File: src/acmac_pkg.sv
`timescale 1ns / 1ps
// ----------------------------------------------------------------------------
// acmac_pkg
// Shared types, constants and AES helper functions for the CMAC engine.
// ----------------------------------------------------------------------------
package acmac_pkg;

    localparam int unsigned BLOCK_W = 128;
    localparam int unsigned HALF_W  = 64;
    localparam int unsigned COUNT_W = 5;
    localparam int unsigned ROUND_W = 4;
    localparam logic [ROUND_W-1:0] LAST_ROUND = 4'd10;
    localparam logic [7:0] GF_POLY = 8'h87;
    localparam logic [7:0] PAD_BYTE = 8'h80;
    localparam logic [COUNT_W-1:0] FULL_COUNT = 5'd16;

    localparam logic CFG_KEY_HIGH = 1'b0;
    localparam logic CFG_KEY_LOW  = 1'b1;

    typedef logic [BLOCK_W-1:0] block_t;

    typedef enum logic [2:0] {
        ST_IDLE,
        ST_INIT,
        ST_ZERO_RUN,
        ST_RUN,
        ST_OUT
    } state_t;

    // controller to datapath commands
    typedef struct packed {
        logic key_load;   // load round key 0 from the key registers
        logic start_zero; // load state with the zero block, key add
        logic start_blk;  // load state with chain xor block, key add
        logic round;      // perform one round and step the round key
        logic take_l;     // derive subkeys from state
        logic save_chain; // store state into the chain
        logic clear_chain;
    } cmd_t;

    typedef struct packed {
        logic final_round; // current round is the last one
    } stat_t;

    localparam logic [7:0] SBOX [256] = '{
     8'h63,8'h7c,8'h77,8'h7b,8'hf2,8'h6b,8'h6f,8'hc5,8'h30,8'h01,8'h67,8'h2b,8'hfe,8'hd7,8'hab,8'h76,
     8'hca,8'h82,8'hc9,8'h7d,8'hfa,8'h59,8'h47,8'hf0,8'had,8'hd4,8'ha2,8'haf,8'h9c,8'ha4,8'h72,8'hc0,
     8'hb7,8'hfd,8'h93,8'h26,8'h36,8'h3f,8'hf7,8'hcc,8'h34,8'ha5,8'he5,8'hf1,8'h71,8'hd8,8'h31,8'h15,
     8'h04,8'hc7,8'h23,8'hc3,8'h18,8'h96,8'h05,8'h9a,8'h07,8'h12,8'h80,8'he2,8'heb,8'h27,8'hb2,8'h75,
     8'h09,8'h83,8'h2c,8'h1a,8'h1b,8'h6e,8'h5a,8'ha0,8'h52,8'h3b,8'hd6,8'hb3,8'h29,8'he3,8'h2f,8'h84,
     8'h53,8'hd1,8'h00,8'hed,8'h20,8'hfc,8'hb1,8'h5b,8'h6a,8'hcb,8'hbe,8'h39,8'h4a,8'h4c,8'h58,8'hcf,
     8'hd0,8'hef,8'haa,8'hfb,8'h43,8'h4d,8'h33,8'h85,8'h45,8'hf9,8'h02,8'h7f,8'h50,8'h3c,8'h9f,8'ha8,
     8'h51,8'ha3,8'h40,8'h8f,8'h92,8'h9d,8'h38,8'hf5,8'hbc,8'hb6,8'hda,8'h21,8'h10,8'hff,8'hf3,8'hd2,
     8'hcd,8'h0c,8'h13,8'hec,8'h5f,8'h97,8'h44,8'h17,8'hc4,8'ha7,8'h7e,8'h3d,8'h64,8'h5d,8'h19,8'h73,
     8'h60,8'h81,8'h4f,8'hdc,8'h22,8'h2a,8'h90,8'h88,8'h46,8'hee,8'hb8,8'h14,8'hde,8'h5e,8'h0b,8'hdb,
     8'he0,8'h32,8'h3a,8'h0a,8'h49,8'h06,8'h24,8'h5c,8'hc2,8'hd3,8'hac,8'h62,8'h91,8'h95,8'he4,8'h79,
     8'he7,8'hc8,8'h37,8'h6d,8'h8d,8'hd5,8'h4e,8'ha9,8'h6c,8'h56,8'hf4,8'hea,8'h65,8'h7a,8'hae,8'h08,
     8'hba,8'h78,8'h25,8'h2e,8'h1c,8'ha6,8'hb4,8'hc6,8'he8,8'hdd,8'h74,8'h1f,8'h4b,8'hbd,8'h8b,8'h8a,
     8'h70,8'h3e,8'hb5,8'h66,8'h48,8'h03,8'hf6,8'h0e,8'h61,8'h35,8'h57,8'hb9,8'h86,8'hc1,8'h1d,8'h9e,
     8'he1,8'hf8,8'h98,8'h11,8'h69,8'hd9,8'h8e,8'h94,8'h9b,8'h1e,8'h87,8'he9,8'hce,8'h55,8'h28,8'hdf,
     8'h8c,8'ha1,8'h89,8'h0d,8'hbf,8'he6,8'h42,8'h68,8'h41,8'h99,8'h2d,8'h0f,8'hb0,8'h54,8'hbb,8'h16
    };

    // byte i of a block sits in bits 127-8i .. 120-8i
    function automatic logic [7:0] get_byte(block_t b, int unsigned i);
        get_byte = b[BLOCK_W-1-8*i -: 8];
    endfunction

    function automatic logic [7:0] xtime(logic [7:0] a);
        xtime = {a[6:0], 1'b0} ^ (a[7] ? 8'h1b : 8'h00);
    endfunction

    function automatic logic [7:0] rcon_of(logic [ROUND_W-1:0] r);
        unique case (r)
            4'd1:    rcon_of = 8'h01;
            4'd2:    rcon_of = 8'h02;
            4'd3:    rcon_of = 8'h04;
            4'd4:    rcon_of = 8'h08;
            4'd5:    rcon_of = 8'h10;
            4'd6:    rcon_of = 8'h20;
            4'd7:    rcon_of = 8'h40;
            4'd8:    rcon_of = 8'h80;
            4'd9:    rcon_of = 8'h1b;
            4'd10:   rcon_of = 8'h36;
            default: rcon_of = 8'h00;
        endcase
    endfunction

    // next round key from the previous one
    function automatic block_t next_key(block_t p, logic [ROUND_W-1:0] r);
        logic [7:0] k [16];
        logic [7:0] t [4];
        block_t res;
        t[0] = SBOX[get_byte(p, 13)] ^ rcon_of(r);
        t[1] = SBOX[get_byte(p, 14)];
        t[2] = SBOX[get_byte(p, 15)];
        t[3] = SBOX[get_byte(p, 12)];
        for (int j = 0; j < 4; j++) k[j] = get_byte(p, j) ^ t[j];
        for (int j = 4; j < 16; j++) k[j] = get_byte(p, j) ^ k[j-4];
        for (int j = 0; j < 16; j++) res[BLOCK_W-1-8*j -: 8] = k[j];
        return res;
    endfunction

    // one AES round without the key add; mix skipped on the last round
    function automatic block_t round_fn(block_t s, logic do_mix);
        logic [7:0] t [16];
        logic [7:0] a0, a1, a2, a3, x;
        block_t res;
        for (int c = 0; c < 4; c++)
            for (int i = 0; i < 4; i++)
                t[c*4+i] = SBOX[get_byte(s, ((c + i) % 4) * 4 + i)];
        if (do_mix) begin
            for (int c = 0; c < 4; c++) begin
                a0 = t[c*4]; a1 = t[c*4+1]; a2 = t[c*4+2]; a3 = t[c*4+3];
                x = a0 ^ a1 ^ a2 ^ a3;
                t[c*4]   = a0 ^ x ^ xtime(a0 ^ a1);
                t[c*4+1] = a1 ^ x ^ xtime(a1 ^ a2);
                t[c*4+2] = a2 ^ x ^ xtime(a2 ^ a3);
                t[c*4+3] = a3 ^ x ^ xtime(a3 ^ a0);
            end
        end
        for (int j = 0; j < 16; j++) res[BLOCK_W-1-8*j -: 8] = t[j];
        return res;
    endfunction

    function automatic block_t gf_double(block_t v);
        gf_double = {v[BLOCK_W-2:0], 1'b0} ^ {{(BLOCK_W-8){1'b0}}, (v[BLOCK_W-1] ? GF_POLY : 8'h00)};
    endfunction

endpackage

File: src/acmac_ctrl.sv
`timescale 1ns / 1ps
// ----------------------------------------------------------------------------
// acmac_ctrl
// Sequencer for subkey setup, block encryption and tag delivery.
// ----------------------------------------------------------------------------
module acmac_ctrl (
    input  logic             clk,
    input  logic             rst_n,
    input  logic             in_valid,
    output logic             in_ready,
    input  logic             in_last,
    output logic             out_valid,
    input  logic             out_ready,
    output acmac_pkg::cmd_t  cmd,
    input  acmac_pkg::stat_t stat
);
    import acmac_pkg::*;

    state_t state_reg, state_next;
    logic   in_msg_reg, in_msg_next;
    logic   last_reg, last_next;

    always_ff @(posedge clk or negedge rst_n)
    begin
        if (!rst_n) begin
            state_reg  <= ST_IDLE;
            in_msg_reg <= 1'b0;
            last_reg   <= 1'b0;
        end else begin
            state_reg  <= state_next;
            in_msg_reg <= in_msg_next;
            last_reg   <= last_next;
        end
    end

    // next state and commands
    always_comb
    begin
        state_next  = state_reg;
        in_msg_next = in_msg_reg;
        last_next   = last_reg;
        cmd         = '0;
        in_ready    = 1'b0;
        out_valid   = 1'b0;
        unique case (state_reg)
            ST_IDLE: begin
                if (!in_msg_reg) begin
                    // key is sampled when the first block of a message shows up
                    if (in_valid) begin
                        cmd.key_load    = 1'b1;
                        cmd.clear_chain = 1'b1;
                        state_next      = ST_INIT;
                    end
                end else begin
                    in_ready = 1'b1;
                    if (in_valid) begin
                        cmd.start_blk = 1'b1;
                        last_next     = in_last;
                        state_next    = ST_RUN;
                    end
                end
            end
            ST_INIT: begin
                cmd.start_zero = 1'b1;
                state_next     = ST_ZERO_RUN;
            end
            ST_ZERO_RUN: begin
                if (stat.final_round) begin
                    cmd.take_l  = 1'b1;
                    in_msg_next = 1'b1;
                    state_next  = ST_IDLE;
                end else begin
                    cmd.round = 1'b1;
                end
            end
            ST_RUN: begin
                if (stat.final_round) begin
                    if (last_reg) begin
                        state_next = ST_OUT;
                    end else begin
                        cmd.save_chain = 1'b1;
                        state_next     = ST_IDLE;
                    end
                end else begin
                    cmd.round = 1'b1;
                end
            end
            ST_OUT: begin
                out_valid = 1'b1;
                if (out_ready) begin
                    in_msg_next = 1'b0;
                    state_next  = ST_IDLE;
                end
            end
            default: state_next = ST_IDLE;
        endcase
    end

`ifndef SYNTHESIS
    a_ready_only_in_msg: assert property (@(posedge clk) disable iff (!rst_n)
        in_ready |-> in_msg_reg) else $error("ready outside message");
    a_no_ready_out: assert property (@(posedge clk) disable iff (!rst_n)
        !(in_ready && out_valid)) else $error("ready while tag pending");
    a_out_hold: assert property (@(posedge clk) disable iff (!rst_n)
        out_valid && !out_ready |=> out_valid) else $error("tag dropped");
`endif
endmodule

File: config.mk
export PLATFORM = sky130hd
export DESIGN_NAME = acmac_ctrl
export DESIGN_NICKNAME = d
export VERILOG_FILES = /design/src/acmac_pkg.sv /design/src/acmac_ctrl.sv
export SDC_FILE = /design/constraint.sdc
export NUM_CORES = 1
export LEC_CHECK = 0
export ABC_AREA = 1
export BUFFER_PORTS_ARGS = -buffer_cell sky130_fd_sc_hd__buf_2
export CAP_MARGIN = 20
export CORE_AREA = 10 10 47 49
export DETAILED_ROUTE_END_ITERATION = 8
export DIE_AREA = 0 0 57 59
export MAX_ROUTING_LAYER = met4
export PLACE_DENSITY_LB_ADDON = 0.1
export SLEW_MARGIN = 20
export SYNTH_ARGS = -nofsm -noshare
export SYNTH_HDL_FRONTEND = slang
export SYNTH_SLANG_ARGS = --single-unit
File: constraint.sdc
create_clock -name clk -period 1.4 [get_ports clk]
set_input_delay 0.28 -clock clk [delete_from_list [all_inputs] [get_ports clk]]
set_output_delay 0.28 -clock clk [all_outputs]
set_load 0.05 [all_outputs]
==> Word-level counts from Yosys, hierarchy flattened <==
Cells that the tools add are included.
{ "word_totals": {"ram_bits": 0, "reg_bits": 5, "mem_count": 0, "input_bits": 6, "latch_bits": 0, "out_inout_bits": 9, "elab_cells": 44, "romBits": 0} }
{ "classes": {"eq_ne": 8, "muxes": 27, "magnitude_cmp": 0, "addsub": 0, "bitwise_logic": 0, "reduce_logical": 6, "div_mod_pow": 0, "shift": 0, "multipliers": 0} }
{ "op_table": {"columns": ["operator", "count"], "rows": [
  ["3-bit 2-to-1 mux", 7],
  ["1-bit 2-to-1 mux", 18],
  ["3-bit one-hot mux with 5 select lines", 1],
  ["2-bit inequality test, second input constant", 4],
  ["3-bit by 2-bit equality test with 1-bit output, second input constant", 2],
  ["3-bit AND reduction", 2],
  ["4-bit AND reduction", 1],
  ["3-bit by 1-bit equality test with 1-bit output, second input constant", 1],
  ["3-bit equality test, second input constant", 1],
  ["3-bit zero test", 1],
  ["1-bit one-hot mux with 2 select lines", 1],
  ["2-bit nonzero test", 1],
  ["2-bit OR reduction", 1]
]} }

==> Depth between registers and ports, before layout <==
Gate-level depths: netlist of the first run.
{ "depth": {"ltp_word": 3, "ltp_mapped": 6, "mapped_depth_nobuf": 5} }

==> Worst setup path before layout of the first run <==
No wires, ideal clock.
{ "synth_path": {"kind": "reg2out", "from": "reg state_reg[1]", "to": "out in_ready", "t_required_ns": 1.120, "stages_incl_launch_ff": 3, "path_buffers": 1, "path_slack_ns": -0.924, "t_arrival_ns": 2.044, "path_cell_list": "dfrtp_1 > buf_6 > nor4_1"} }
{ "synth_via": {"elab_chain_len": 2} }
{ "synth_lines": {"columns": ["item", "line", "text"], "rows": [
  ["from (decl)", "acmac_ctrl.sv:19", "state_t state_reg, state_next;"],
  ["from (signal assigned)", "acmac_ctrl.sv:30", "state_reg <= state_next;"],
  ["3-bit zero test", "acmac_ctrl.sv:45", "unique case (state_reg)"],
  ["1-bit 2-to-1 mux", "acmac_ctrl.sv:45", null],
  ["to (decl)", "acmac_ctrl.sv:10", "output logic in_ready,"]
]} }
Every way passes these cells.

==> Worst setup path in the final report of the first run <==
{ "layout_path": {"from": "reg state_reg[2]", "to": "out in_ready"} }
Same word-level chain as after synthesis.

==> flow_summary.ini, run 1 <==
[status]
status = finished with violations
violations = negative setup slack

[timing]
rsz0062_at_grt = true
finalHoldViolations = 0
fin_crit_sh = 1.11
max_freq_mhz = 645
period_needed_ps = 1550
skew_ps = 1.56
tightest_slew_ps = 219
setup_slack_ps = -150
maxSlewViolCount = 0
setup_violations = 9
relSlewSlack = 0.853

[yosys]
ys_seq_area_frac = 0.375
synth-edff-count = 0
synth_xor_area_frac = 0
netlist_area_um2 = 334
synth_top_area_frac = 0.375
yosysMostFrequentCell = inv_1
syn-num-nets = 48
synth_common_cells = inv_1 (7), dfrtp_1 (5), nand2_1 (5), nand3_1 (5), o21ai_1 (4)
synthAdderAreaFrac = 0
yosysTopAreaCell = dfrtp_1
syn_inst = 42
yosysUniqueCellTypes = 17
muxShareOfSynthArea = 0
yosysWarnings = 0
synth_top_family_by_area = simple AND/OR/NAND/NOR gates
synthFlopType = dfrtp_1
synthArstFlopShare = 1.00
avgSynthCellArea_um2 = 7.95
synth_area_leaders = dfrtp_1 (37%), inv_1 (7.9%), nand3_1 (7.5%), nor2_4 (6.7%), o21ai_1 (6.0%)
synth_compound_area_frac = 0.0974
synth-simple-area-share = 0.371
synth_seq_cells = 5

[clocking]
h-tree-depth = 1
cts_tree = done
cts_sinks = 5
clkLatencyLatePin_ps = 240
clk_pin_slew_ps = 40
cts_buffer_depth = 2
root_buffer = clkbuf_4
cts_buffers = 3

[placement]
port_buffers = 14
dp_hpwl_um = 826
dpl_cell_area_um2 = 508
gp_congestion = 0.728

[setup_path]
timing.rr.start = state_reg[1]
end_kind = primary output
r2r_cells = 7
path_cells = buf_6, nor4_4, buf_6
arrival_ps = 1270
cp-start-kind = flip-flop
crit_type = flip-flop to primary output
slowest_stage = dfrtp_1
cp_common_cell = buf_6
required_ps = 1120
max_stage_delay_ps = 410
regToRegEndpoint = state_reg[1]
path_max_fanout = 3
r2r_slack_ps = 110

[pwr]
vdd.ir_drop.worst_v = 0.000958
pwr_density_cell_mw_per_mm2 = 2380
p_leak_nw = 0.330
power.total_mw = 1.63

[finish]
antenna_cells = 0
stdcell_area_um2 = 684
area_growth_pct = 105
final_nets = 79
largest_reg_flops = 3
layout-drive-gt1-share = 0.639

[floorplan]
start_util = 0.238
io_pins = 15
die_h_um = 59
dieWidth_um = 57
die-area_mm2 = 0.00336
rows = 14
coreArea_mm2 = 0.00140

[detailed_routing]
dr_total_vias = 384
firstDrtPassIters = 3
avgViaCountPerCell = 4.36
route.detailed.drc = 0
wirelength_um = 1090
drt-initial-drc-count = 8
avgRoutedWirePerCell_um = 12.4
drtAntennaViolNets = 0

[worst_hold_path]
holdPathStages = 3
hold_path_end = last_reg
worstHoldStart = in_last
hold_class = input pin to flip-flop

[grt]
grt_usage = 0.0677
first_global_vias = 410
antenna_found_initial = 0
grt_first_pass_wirelength_um = 1750
grt_overflow = 0
grt_max_degree = 7

[flow_run]
maxCapViolations = 0
==> worst max-delay path, delay by kind of cell (launching register included) <==
family / cells / cell delay [ps]
flops: 1 / 410
buf+inv: 2 / 350
simple gates: 1 / 280
==> stage by stage <==
stage	hold WS (ps)	util	worst slack [ps]	setup TNS [ps]	instances
4_1_cts	243	0.459	-151	-1060	86
5_1_grt	243	0.488	-203	-1560	88
3_3_place_gp	99.5	0.363	-56.6	-134	78
2_1_floorplan	-15.6	-	-142	-457	42
3_5_place_dp	97.2	0.363	-69.3	-196	78
6_report	246	0.488	-150	-988	88
==> final cells by class <==
type,count,area (µm²)
fill,134,717
timing repair buffer,28,256
multi-input combinational,26,218
sequential,5,128
inverter,9,36.3
clock buffer,4,26.3
tap,16,20.0
==> what timing repair did <==
action / in CTS / in global routing
hold buffers: 1 / 0
pin swaps: 5 / 2
endpoints found under the hold margin: 5 / 0
setup buffers: 3 / 2
endpoints found under the setup margin: 9 / 9
gates resized for setup: 25 / 7
==> cell families after synthesis <==
group,count (synthesis)
simple gates,20
flops,5
compound gates,6
buf+inv,11
==> power by group <==
group | switching, mW | leakage, nW | internal [mW] | total (mW)
Sequential | 0.114 | 0.0577 | 0.207 | 0.322
Clock | 0.0554 | 0.0150 | 0.108 | 0.163
Combinational | 0.628 | 0.257 | 0.513 | 1.14
Total | 0.798 | 0.330 | 0.828 | 1.63
==> worst max-delay path by stage <==
stage | to | from | slack, ps | depth (start not counted)
final | in_ready | state_reg[2] | -150 | 3
after global routing | cmd[2] | state_reg[1] | -200 | 4
after global placement | cmd[1] | state_reg[1] | -60 | 3
after detailed placement | cmd[1] | state_reg[1] | -70 | 3
after CTS | cmd[2] | state_reg[1] | -150 | 4
after floorplan | cmd[6] | state_reg[0] | -140 | 4
==> layout by cell type (no fill, tap or decap) <==
master         count
buf_4             10
buf_6              9
inv_1              7
nand2_1            5
buf_2              5
nand3_1            3
nor2_4             3
o21ai_1            3
clkbuf_4           3
dfrtp_1            3
buf_8              3
nand3_2            2
nor3_4             2
dfrtp_2            2
inv_2              1
nor3_2             1
nor4_4             1
inv_4              1
nor2_2             1
nand3_4            1
o211ai_1           1
o21ai_2            1
nand4_1            1
a21oi_1            1
clkbuf_1           1
dlygate4sd3_1      1
==> routing by layer <==
layer / part of all wire / vias to the layer above / GRT usage
met5: 0 / - / -
met4: 0 / 0 / 0.0503
met3: 0.029 / 0 / 0.0172
met2: 0.54 / 6 / 0.105
met1: 0.43 / 184 / 0.0731
li1: - / 194 / -
Power figures use the tool's default switching activity.
==> run 2: changes to the inputs <==
clock period = 1.6 ns   (was 1.4 ns; I/O delays follow)
==> flow_summary.ini, run 2 (synthesis results as in run 1) <==
[grt]
first_global_vias = 349
grt_first_pass_wirelength_um = 1540
grt_overflow = 0
grt_usage = 0.0579
antenna_found_initial = 0
grt_max_degree = 9

[clocking]
cts_buffer_depth = 2
clkLatencyLatePin_ps = 240
clk_pin_slew_ps = 40
cts_tree = done
cts_sinks = 5
cts_buffers = 3
root_buffer = clkbuf_4
h-tree-depth = 1

[timing]
tightest_slew_ps = 252
skew_ps = 4.22
fin_crit_sh = 1.00
fin_tns_setup_ps = -0.144
max_freq_mhz = 625
setup_slack_ps = -0.144
rsz0062_at_grt = true
maxSlewViolCount = 0
period_needed_ps = 1600
finalHoldViolations = 0
worst_hold_slack_ps = 281
setup_violations = 1
relSlewSlack = 0.833

[setup_path]
max_stage_delay_ps = 410
crit_family = flip-flops
cp-start-kind = flip-flop
end_kind = primary output
r2r_slack_ps = 430
critical_path_buf_inv_count = 2
required_ps = 1280
path_cells = buf_6, nor4_2, buf_4
timing.rr.start = state_reg[0]
r2r_cells = 6
regToRegEndpoint = state_reg[1]
cp_num_cells = 3
slowest_stage = dfrtp_1
arrival_ps = 1280
path_max_fanout = 3
crit_type = flip-flop to primary output
cp-endpoint = in_ready
worstSetupStartpoint = state_reg[2]

[pwr]
power.total_mw = 1.16
p_sw_frac = 0.517
seq_power_share = 0.246
power.net_switching_uw = 601
pwr_density_cell_mw_per_mm2 = 2090
vdd.ir_drop.worst_v = 0.000834
comb_power_share = 0.631
p_leak_nw = 0.278
clkPwrFrac = 0.122
p_int_uw = 561

[floorplan]
die-area_mm2 = 0.00336
dieWidth_um = 57
rows = 14
die_h_um = 59
coreArea_mm2 = 0.00140
start_util = 0.238
io_pins = 15

[status]
violations = negative setup slack
status = finished with violations

[finish]
seq_area_um2 = 128
fin_cells = 80
final_cell_mix = inv_1 (7), buf_4 (7), buf_2 (6)
area_growth_pct = 66.7
final_nets = 71
multi_input_area_um2 = 183
antenna_cells = 0
largest_reg_flops = 3
layout-drive-gt1-share = 0.547
nFillCells = 167
final_util = 0.397
stdcell_area_um2 = 557

[placement]
gp_congestion = 0.674
pre_cts_slack_ps = 81.6
dpl_cell_area_um2 = 439
port_buffers = 14
dp_hpwl_um = 768
dpl.cell_count = 71

[flow_run]
maxCapViolations = 0

[detailed_routing]
drtAntennaViolNets = 0
firstDrtPassIters = 4
avgRoutedWirePerCell_um = 11.6
wirelength_um = 929
avgViaCountPerCell = 4.33
route.detailed.drc = 0
drt-initial-drc-count = 5
dr_total_vias = 346

[worst_hold_path]
hold_class = input pin to flip-flop
holdPathStages = 2
[run 2: worst reg2reg max path, stage by stage, from the launching register on]
cell and delay, ps:
dfrtp_2 460, nor2_4 160, buf_4 120, buf_4 90
nand3_1 90, nand2_1 80, o21ai_1 60
[run 2: layout make-up]
type	count	share of cell area
multi-input cells	26	0.328
repair buffers	20	0.294
flip-flops and latches	5	0.229
inverters	9	0.0652
clock buffers	4	0.0472
well taps	16	0.0360
[run 2: metal layers]
layer | GRT usage | up-vias | wire (µm)
met2 | 0.0853 | 12 | 447
met1 | 0.0621 | 156 | 381
met3 | 0.0429 | 0 | 100
met4 | 0.0101 | 0 | 0
met5 | - | - | 0
li1 | - | 178 | -
[run 2: repair_timing]
item                                    4_1_cts  5_1_grt
endpoints found under the hold margin         5        0
buffers inserted                              2        2
endpoints found under the setup margin        8        8
gates resized for setup                      12        7
hold buffers                                  1        0
pin swaps                                     2        2
[run 2: how the worst min path moves through the flow]
stage	slack, ps	end	startpoint
after floorplan	20	in_msg_reg	rst_n
after global placement	140	state_reg[2]	rst_n
after detailed placement	140	state_reg[2]	rst_n
after CTS	280	state_reg[0]	stat
after global routing	270	state_reg[0]	stat
final	280	state_reg[0]	stat
[run 2: power by group through the flow]
| stage | Combinational, mW | Sequential (mW) | Clock [mW] |
|---|---|---|---|
| 3_3_place_gp | 0.595 | 0.284 | 0 |
| 5_1_grt | 0.786 | 0.297 | 0.160 |
| 2_1_floorplan | 0.537 | 0.236 | 0 |
| 3_5_place_dp | 0.591 | 0.285 | 0 |
| 6_report | 0.733 | 0.286 | 0.142 |
| 4_1_cts | 0.679 | 0.287 | 0.150 |
